--- config.mk ---
export PLATFORM = sky130hd
export DESIGN_NAME = sspc_regs
export DESIGN_NICKNAME = d
export VERILOG_FILES = /design/src/rtl/sspc_pkg.sv /design/src/rtl/sspc_regs.sv
export SDC_FILE = /design/constraint.sdc
export NUM_CORES = 1
export LEC_CHECK = 0
export BUFFER_PORTS_ARGS = -buffer_cell sky130_fd_sc_hd__buf_4
export CORE_MARGIN = 3
export CORE_UTILIZATION = 35
export CTS_CLUSTER_DIAMETER = 30
export CTS_CLUSTER_SIZE = 24
export DETAILED_ROUTE_END_ITERATION = 7
export HOLD_SLACK_MARGIN = 0.05
export PLACE_DENSITY = 0.63
export SYNTH_ARGS = -nofsm -noshare
export SYNTH_HDL_FRONTEND = slang
export SYNTH_SLANG_ARGS = --single-unit
--- constraint.sdc ---
create_clock -name clk -period 0.9 [get_ports clk]
set_clock_uncertainty 0.1 [all_clocks]
set_input_delay 0 -clock clk [delete_from_list [all_inputs] [get_ports clk]]
set_output_delay 0 -clock clk [all_outputs]
set_load 0.05 [all_outputs]
--- src/rtl/sspc_pkg.sv ---
// shared types and constants for the soft-sphere contact force core
`timescale 1ns / 1ps
package sspc_pkg;

	// register indexes
	localparam logic [1:0] REG_STIFFNESS = 2'd0;
	localparam logic [1:0] REG_DAMPING   = 2'd1;
	localparam logic [1:0] REG_RANGE     = 2'd2;

	localparam logic [63:0] MAG_MAX = 64'h0000_7FFF_FFFF_FFFF;

	typedef struct packed {
		logic signed [31:0] p_center_x;
		logic signed [31:0] p_center_y;
		logic signed [31:0] q_center_x;
		logic signed [31:0] q_center_y;
		logic [30:0]        p_radius;
		logic [30:0]        q_radius;
		logic signed [31:0] p_vel_x;
		logic signed [31:0] p_vel_y;
		logic signed [31:0] q_vel_x;
		logic signed [31:0] q_vel_y;
	} pair_t;

	typedef struct packed {
		logic signed [31:0] force_x;
		logic signed [31:0] force_y;
		logic               in_contact;
		logic               coincident;
		logic               saturated;
	} force_t;

	typedef struct packed {
		logic [31:0] stiffness;
		logic [31:0] damping;
		logic [30:0] range;
	} coef_t;

endpackage

--- src/rtl/sspc_regs.sv ---
// apb configuration registers
`timescale 1ns / 1ps
module sspc_regs
	import sspc_pkg::*;
(
	input  logic        clk,
	input  logic        arst_n,
	input  logic        psel,
	input  logic        penable,
	input  logic        pwrite,
	input  logic [3:0]  paddr,
	input  logic [31:0] pwdata,
	output logic [31:0] prdata,
	output logic        pready,
	output coef_t       coef
);
	logic [31:0] stiff_q;
	logic [31:0] damp_q;
	logic [30:0] range_q;
	logic [1:0]  idx;

	assign idx    = paddr[3:2];
	assign pready = 1'b1;

	// register writes
	always_ff @(posedge clk or negedge arst_n) begin
		if (!arst_n) begin
			stiff_q <= '0;
			damp_q  <= '0;
			range_q <= '0;
		end else if (psel && penable && pwrite && pready) begin
			if (idx == REG_STIFFNESS) stiff_q <= pwdata;
			if (idx == REG_DAMPING)   damp_q  <= pwdata;
			if (idx == REG_RANGE)     range_q <= pwdata[30:0];
		end
	end

	// read mux
	always_comb begin
		prdata = '0;
		if (idx == REG_STIFFNESS) prdata = stiff_q;
		else if (idx == REG_DAMPING) prdata = damp_q;
		else if (idx == REG_RANGE) prdata = {1'b0, range_q};
	end

	assign coef = '{stiffness: stiff_q, damping: damp_q, range: range_q};
endmodule

==> flow_metrics.env <==
export IMPL_outcome="complete, but fails checks"
export IMPL_violations="negative hold slack, negative setup slack"
export IMPL_internal_power_mw=15.1
export IMPL_drt_iter0_drc=190
export IMPL_io_buffers=165
export IMPL_worst_path_buf_inv=1
export IMPL_tightest_slew_ps=710
export IMPL_regArea_um2=2500
export IMPL_cp_max_fo=3
export IMPL_vias=3894
export IMPL_power_total_mw=25.3
export IMPL_ctsHtreeMaxLevel=3
export IMPL_startpoint_type="flop"
export IMPL_p_leak_nw=4.30
export IMPL_crit_required_ps=800
export IMPL_grtUsageTotal=0.238
export IMPL_power_density_nw_per_um2=2610
export IMPL_synth_cells=312
export IMPL_busiest_layer="met2"
export IMPL_cts_tree="yes"
export IMPL_synth_edff_count=0
export IMPL_gr_usage_met1=0.299
export IMPL_p_sw_frac=0.405
export IMPL_dr_pass1_iters=4
export IMPL_fin_cells=798
export IMPL_drc=0
export IMPL_yosysTopAreaCellShare=0.550
export IMPL_maxCapViolations=0
export IMPL_slowest_delay_ps=440
export IMPL_path_delay_family="flip-flops"
export IMPL_slew_violations=0
export IMPL_ys_ff_latch=95
export IMPL_vdd_ir_drop_worst_uv=1530
export IMPL_yosysMostFrequentCell="dfrtp_1"
export IMPL_start_util=0.368
export IMPL_min_period_over_period=1.48
export IMPL_die_area_um2=13700
export IMPL_core_area_um2=11800
export IMPL_met2_usage=0.419
export IMPL_cts_buffers=9
export IMPL_pwr_share_comb=0.570
export IMPL_ys_flop_type="dfrtp_1"
export IMPL_fin_crit_ps=1330
export IMPL_slew_headroom=0.527
export IMPL_vias_per_cell=4.88
export IMPL_fmax_ghz=0.752
export IMPL_fin_ws_ps=-429
export IMPL_die_h_um=117
export IMPL_post_route_util=0.825
export IMPL_syn_nets=353
export IMPL_clk_insertion_delay_late_ps=340
export IMPL_grt_pass1_wl_um=24500
export IMPL_dp_cells=687
export IMPL_pre_cts_slack_ps=-543
export IMPL_synthToLayoutAreaGrowth_pct=125
export IMPL_totalWireLength_um=16900
export IMPL_clock_path_buffers=2
export IMPL_postRouteAntennaNets=0
export IMPL_root_buffer="clkbuf_16"
export IMPL_whs_ps=-16.3
export IMPL_cts_sinks=95
export IMPL_synthTopCellsByCount="dfrtp_1, mux2_2, mux2i_1, nand2_1, o21ai_0"
export IMPL_antenna_found_initial=1
export IMPL_met3_usage=0.0334
export IMPL_hp_class="primary input to async pin"
export IMPL_num_fill_cells=561
export IMPL_yosys_top_cells_area="dfrtp_1, mux2_2, mux2_4, mux2i_1, o21ai_0"
export IMPL_ys_warn_count=0
export IMPL_setup_viol=222
export IMPL_clkPwrFrac=0.163
export IMPL_grt_overflow=0
export IMPL_rsz0062_at_grt="true"
export IMPL_drive_gt1_frac=0.896
export IMPL_yosysTopAreaCell="dfrtp_1"
export IMPL_multi_input_area_um2=2790
export IMPL_async_flop_share=1.00
export IMPL_dieWidth_um=117
export IMPL_syn_avg_cell_area_um2=13.9
export IMPL_pwr_share_seq=0.267
export IMPL_critPathCaptureType="primary output"
export IMPL_hold_viol_final=12
export IMPL_wl_per_cell_um=21.2
export IMPL_grt_pass1_vias=4302
export IMPL_ios=169
export IMPL_grt_max_degree=36
export IMPL_dpl_hpwl_um=9320
export IMPL_final_nets=670
export IMPL_num_rows=39
export IMPL_worstPathCellList="mux2i_4, o21ai_4, buf_6"
export IMPL_synth_seq_area_share=0.550
export IMPL_arrival_ps=1230
export IMPL_cpMaxStageDelayCell="dfrtp_2"
export IMPL_place_gp_congestion=0.736
export IMPL_synth_area_um2=4320
export IMPL_switchingPower_mw=10.3
export IMPL_hold_buffers=33
export IMPL_worstSetupPathType="flop to primary output"
export IMPL_cts_clk_slew_worst_paths_ps=70
export IMPL_synth_cell_types=18
==> power by group through the flow <==
| stage | Sequential, mW | Clock (mW) | Combinational [mW] |
|---|---|---|---|
| after floorplan | 9.88 | 0 | 3.49 |
| after global placement | 6.47 | 0 | 10.4 |
| after detailed placement | 6.51 | 0 | 10.5 |
| after CTS | 6.55 | 4.13 | 13.3 |
| after global routing | 6.89 | 4.35 | 15.0 |
| final | 6.77 | 4.12 | 14.4 |
==> through the flow <==
step / setup TNS, ps / cell area, um^2 / hold WS (ps)
global placement: -56030 / 6940 / -198
finish: -47300 / 9710 / -16.3
detailed placement: -56940 / 6940 / -198
global route: -52790 / 9710 / 9.06
CTS: -42350 / 9130 / -22.5
floorplan: -31660 / 5090 / -396
==> registers in the layout (all words and copies together) (netlist names) <==
| signal | count |
|---|---|
| stiff_q | 32 |
| damp_q | 32 |
| range_q | 31 |
==> cell type report <==
class	instances	share of cell area
clock inverter	4	0.00722
sequential	95	0.257
antenna	1	0.000258
timing repair buffer	327	0.402
clock buffer	11	0.0250
multi-input combinational	196	0.287
tap	164	0.0211
==> kinds of logic after synthesis <==
kind of cell / Yosys count / share of synthesized area
muxes: 127 / 0.348
DFF: 95 / 0.550
and+or+nand+nor: 37 / 0.0376
AOI/OAI and AO/OA: 31 / 0.0359
buffers and inverters: 21 / 0.0281
other: 1 / 0.000867
==> routing by layer <==
metal,up-vias,wire [um]
met2,126,9060
li1,1740,-
met1,2009,6830
met3,19,762
met4,0,298
met5,-,0
==> timing repair <==
item,CTS,global route
setup endpoints to repair,219,222
buffers inserted,48,37
cloned,6,4
gates resized for setup,281,115
endpoints found under the hold margin,190,12
pin swaps,18,14
==> cells in the final DEF, fill, tap and decap left out, drive strengths merged <==
cell type | synthesis | final
buf | 15 | 290
bufinv | 0 | 2
clkbuf | 6 | 15
clkinv | 0 | 2
conb | 1 | 1
dfrtp | 95 | 95
diode | 0 | 1
dlygate4sd3 | 0 | 33
mux2 | 95 | 95
mux2i | 32 | 32
nand2 | 31 | 31
nand3 | 1 | 1
nor2 | 1 | 1
nor2b | 1 | 1
nor3 | 1 | 1
nor3b | 1 | 1
o21ai | 31 | 31
or3b | 1 | 1
==> path summary, 6_finish.rpt <==
kind	cells after the start	slack [ps]	endpoint	from
min	2	-20	range_q[12]	arst_n
max in group asynchronous	3	210	damp_q[27]	arst_n
min in group clk	4	130	stiff_q[4]	paddr[2]
max reg2reg	3	-240	stiff_q[15]	stiff_q[15]
min reg2reg	1	450	range_q[7]	range_q[7]
max	3	-430	prdata[22]	stiff_q[22]
No activity file was read; power rests on OpenSTA's default activity.
