### config.mk
export PLATFORM = sky130hd
export DESIGN_NAME = sspc_sqrt_pipe
export DESIGN_NICKNAME = d
export VERILOG_FILES = /design/src/rtl/sspc_sqrt_pipe.sv
export SDC_FILE = /design/constraint.sdc
export NUM_CORES = 2
export LEC_CHECK = 0
export BUFFER_PORTS_ARGS = -buffer_cell sky130_fd_sc_hd__buf_4
export CORE_MARGIN = 1.5
export CORE_UTILIZATION = 45
export CTS_BUF_LIST = sky130_fd_sc_hd__clkbuf_4 sky130_fd_sc_hd__clkbuf_8
export DETAILED_ROUTE_END_ITERATION = 12
export PLACE_DENSITY = 0.57
export SETUP_SLACK_MARGIN = 0.05
export SLEW_MARGIN = 10
export SYNTH_ARGS = -nofsm -noshare
export SYNTH_HDL_FRONTEND = slang
export SYNTH_SLANG_ARGS = --single-unit
export TNS_END_PERCENT = 10
### constraint.sdc
create_clock -name clk -period 6.6 [get_ports clk]
set_clock_uncertainty 0.1 [all_clocks]
set_input_delay 0.66 -clock clk [delete_from_list [all_inputs] [get_ports clk]]
set_output_delay 0.66 -clock clk [all_outputs]
set_load 0.02 [all_outputs]
### src/rtl/sspc_sqrt_pipe.sv
// pipelined restoring square root, one result bit per stage, with sideband
`timescale 1ns / 1ps
module sspc_sqrt_pipe #(
	parameter int RW = 66,
	parameter int QW = 33,
	parameter int SW = 8
) (
	input  logic          clk,
	input  logic          en,
	input  logic [RW-1:0] rad,
	input  logic [SW-1:0] side_in,
	output logic [QW-1:0] root,
	output logic [SW-1:0] side_out
);
	localparam int AW = 2 * QW + 2;

	logic [AW-1:0] rem_s [QW+1];
	logic [QW-1:0] q_s   [QW+1];
	logic [SW-1:0] sd_s  [QW+1];

	assign rem_s[0] = AW'(rad);
	assign q_s[0]   = '0;
	assign sd_s[0]  = side_in;

	// each stage decides one bit, msb first
	for (genvar i = 0; i < QW; i++) begin : g_bit
		localparam int B = QW - 1 - i;
		logic [AW-1:0] trial;
		logic [AW-1:0] sub;
		assign trial = ({{(AW-QW){1'b0}}, q_s[i]} << (B + 1)) | (AW'(1) << (2 * B));
		assign sub   = rem_s[i] - trial;
		always_ff @(posedge clk) begin
			if (en) begin
				if (rem_s[i] >= trial) begin
					rem_s[i+1] <= sub;
					q_s[i+1]   <= q_s[i] | (QW'(1) << B);
				end else begin
					rem_s[i+1] <= rem_s[i];
					q_s[i+1]   <= q_s[i];
				end
				sd_s[i+1] <= sd_s[i];
			end
		end
	end

	assign root     = q_s[QW];
	assign side_out = sd_s[QW];
endmodule

==> Implementation_results.wiki <==
{| class="wikitable"
! Metric !! Value
|-
| Outcome || complete, no violations
|-
| Number of cells in the finished layout apart from fillers || 15880
|-
| CP endpoint || rem_s[107]$_DFFE_PP_
|-
| Int Pwr || ~37 mW
|-
| Length of the first detailed-routing pass in iterations || 7
|-
| TritonCTS clock tree || built
|-
| Clock buffer count from CTS || 524
|-
| Top Family by Delay on Critical Path || simple AND/OR/NAND/NOR gates
|-
| Clk root buf || clkbuf_8
|-
| Total detailed-routing wirelength || 359.0 mm
|-
| Required time of the worst setup path || around 7.3 ns
|-
| Count of final max-slew check failures || 0
|-
| Syn-to-layout area delta || 12.47%
|-
| Worst r2r path cells || 11
|-
| Simple logic cell fraction of the synthesized area || 0.1162
|-
| Slack of the worst reg-to-reg path || 1.68 ns
|-
| Area of the die || roughly 0.31 mm²
|-
| Global-route wire length before repair || roughly 540 mm
|-
| Capturing element type of the critical path || register
|-
| Number of warnings printed during yosys synthesis || 0
|-
| Synth Instances || about 11000
|-
| Actual slew at the worst max-slew pin || 1.256 ns
|-
| Min-delay worst type || in -> reg
|-
| CP max stage delay || roughly 0.67 ns
|-
| Pre-CTS setup slack || roughly 1.8 ns
|-
| Via count of the first global-routing pass || 87030
|-
| Critical path depth in cells || 11
|-
| Largest driver fanout on the critical path || 37
|-
| WL/cell || 22.61 µm
|-
| Category of the critical setup timing path || reg -> reg
|-
| Area fraction of the dominant cell type after synthesis || 0.6457
|-
| Top cells by area in the synthesized netlist || edfxtp_1, ha_1, xnor2_1
|-
| Number of standard-cell rows in the floorplan || 204
|-
| Number of top-level design ports || 117
|-
| Layout filler cell count || between 20000 and 30000
|-
| Clock share of power || 0.314
|-
| Combined area of all synthesized cells || 0.1395 mm²
|-
| CTS max path bufs || 4
|-
| Width of the die || 559.8 µm
|-
| Sequential share of power || 0.480
|-
| Main combinational cell family by area after synthesis || simple AND/OR/NAND/NOR gates
|-
| Data arrival time at the worst-slack endpoint || 5.63 ns
|-
| Nets || 12020
|-
| Clock H-tree levels || 6
|-
| Maximum frequency from static timing analysis || 203.3 MHz
|-
| Start point of the critical path || rem_s[192]$_DFFE_PP_
|-
| Worst Setup Slack, final || 1.680 ns
|-
| Antenna viol nets, final || 0
|-
| Average size of a mapped cell || 12.97 µm²
|-
| Total power density per cell area || 343.3 mW/mm²
|-
| Total routing usage reported by global routing || 0.2242
|-
| Sequential fraction of the synthesis area || 0.6457
|-
| Cells along the critical path || or4_1, or3_1, nand2b_1, or4_1, nor3_1, and3_1, buf_4, inv_2, o211ai_1, nor4b_1, xor2_1
|-
| Accumulated negative setup slack || 0 ns
|-
| Post-synthesis share of cell area spent on xor and xnor gates || 0.06203
|-
| Setup repair after global routing missed its margin || false
|-
| Initial antenna violation count || 16
|-
| Crit path time final || 4.920 ns
|-
| Most frequently used flop master after synthesis || edfxtp_1
|-
| #FFs+latches synth || 3000
|-
| Max-capacitance violation count || 0
|-
| Post-route DRC violation count || 0
|-
| Count of input and output buffers || 116
|-
| DRC marker count from the first detailed-route iteration || 8761
|-
| Adder-Cell Fraction of Synth Area || 0.05291
|-
| Setup violators final || 0
|-
| Clock latency of the later-clocked register in the worst-skew pair || 1.17 ns
|-
| Largest net degree at the start of global routing || 204
|-
| Sw Share || 0.3055
|-
| Initial standard-cell utilization of the core || 0.4521
|-
| Instance count after placement with tap cells included || 14840
|-
| Clock sink count || 3000
|-
| Post-synth EDFFs || 3000
|-
| LEAKAGE || roughly 58 nW
|-
| Vias per Instance || 5.600
|-
| Switching power total || 16.46 mW
|-
| Post-synthesis net count || 11420
|-
| Combinational Power Share || 0.207
|-
| Post-CTS clock slew at the launch and capture registers of the worst setup and hold paths || 0.07 ns
|-
| VDD IR max || 0.2420 mV
|-
| Reg2Reg Capture Point || rem_s[107]$_DFFE_PP_
|-
| Unique cell type count in the Yosys netlist || 93
|-
| Placeable core region || 0.3086 mm²
|-
| Fraction of the cycle the final worst path needs || 0.7454
|-
| Total global routing overflow || 0
|-
| Setup repair bufs after CTS || 0
|-
| Buffers plus inverters on the worst setup path || 2
|-
| Worst R2R Start || rem_s[192]$_DFFE_PP_
|-
| Slowest cell on the critical path || o211ai_1
|-
| Share of layout cells above drive strength 1 || 0.1029
|-
| CP dominant cell by count || or4_1
|-
| Async set-reset flop share out of synthesis || 0
|-
| Critical Path Start Type || register
|-
| Complex-gate fraction of the synthesized area || 0.08816
|-
| RePlAce Congestion || 0.9158
|-
| Routed vias || 88920
|-
| Slew margin rel. || 0.1548
|-
| Library cell occupying the most area in the post-synthesis netlist || edfxtp_1
|-
| Die Ht || 559.8 µm
|-
| DPL Wire Length || 263.6 mm
|-
| Fraction of synthesized area in multiplexers || 0.008376
|-
| Post-CTS resize count || 0
|-
| Final count of hold timing violations || 0
|}
cell usage after synthesis, types with 25 or more instances:
cell type	number
o211ai_1	38
nor3_1	305
nand2b_1	113
a21oi_1	694
nor4b_1	56
nor4_1	388
a21o_1	237
mux2_2	94
ha_1	590
and3_1	48
nor2_1	705
a211o_1	25
o21a_1	94
nand4_1	178
nand3b_1	25
clkbuf_1	186
o21bai_1	58
nor3b_1	28
a211oi_1	63
edfxtp_1	3000
xnor2_1	501
or4_1	105
xor2_1	487
a31oi_1	43
nand3_1	165
o21ai_0	442
nand4b_1	28
nand2_1	614
or2_2	58
nor2b_1	81
or3_1	130
and2_1	33
o31ai_1	59
inv_1	740
per-stage QoR:
stage / total power, mW / utilization / area [µm²] / hold WS (ns)
2_1_floorplan: 33.07 / - / 139500 / 0.3003
3_3_place_gp: 36.98 / 0.4718 / 145600 / 0.3016
3_5_place_dp: 37.09 / 0.4718 / 145600 / 0.3045
4_1_cts: 54.31 / 0.5083 / 156900 / 0.00005040
5_1_grt: 56.54 / 0.5084 / 156900 / 0.04414
6_report: 53.86 / 0.5085 / 156900 / 0.1368
flip-flops by register name, summed over array words and instances, names as in the netlist:
signal       flops
g_bit.trial    528
rem_s         2175
root            33
sd_s           256
side_out         8
routing by layer:
layer,share of wire,GRT usage
met5,0,0
met4,0.028,0.06384
met3,0.060,0.03581
met2,0.47,0.3658
met1,0.44,0.3096
layout make-up:
class	instances	area (µm²)	area share
clock buffers	666	8303	0.05292
well taps	4120	5155	0.03285
multi-input cells	6781	45910	0.2926
repair buffers	301	2738	0.01745
flip-flops and latches	3000	90090	0.5741
inverters	745	2796	0.01782
clock inverters	255	1896	0.01208
diodes	11	27.53	0.0001754
layout by cell type (no fill, tap or decap), types with 380 or more instances in the layout:
cell	count
xor2_1	487
nor2_1	705
o21ai_0	441
a21oi_1	692
inv_1	740
ha_1	590
clkbuf_8	528
xnor2_1	501
nand2_1	614
edfxtp_1	3000
nor4_1	380
repair_timing:
item | 4_1_cts | 5_1_grt
hold endpoints to repair | 97 | 0
hold buffers | 108 | 0
endpoints found under the setup margin | 0 | 0
how the worst min path moves through the flow:
stage,endpoint,start,cells after the start
2_1_floorplan,sd_s[100]$_DFFE_PP_,sd_s[108]$_DFFE_PP_,0
3_3_place_gp,sd_s[233]$_DFFE_PP_,sd_s[241]$_DFFE_PP_,0
3_5_place_dp,sd_s[11]$_DFFE_PP_,sd_s[19]$_DFFE_PP_,0
4_1_cts,rem_s[2193]$_DFFE_PP_,rad[17],2
5_1_grt,rem_s[2203]$_DFFE_PP_,rad[27],2
6_report,rem_s[2193]$_DFFE_PP_,rad[17],2
power by group through the flow:
stage	registers (mW)	clock network, mW	logic, mW
2_1_floorplan	25.2	0	7.86
3_5_place_dp	26.2	0	10.9
3_3_place_gp	26.2	0	10.8
4_1_cts	25.8	17.4	11.0
5_1_grt	26.0	18.3	12.2
6_report	25.8	16.9	11.1
logic make-up (layout without fill, tap and decap cells):
family                     Yosys count  in the layout
adders and majority gates          590            590
muxes                              105            105
AOI/OAI and AO/OA                 1979           1979
xor gates and xnor gates           988            988
DFF                               3000           3000
and+or+nand+nor                   3118           3118
other                                1             12
buffers and inverters              974           1967
Note: power is estimated with default switching activity, not from simulation.
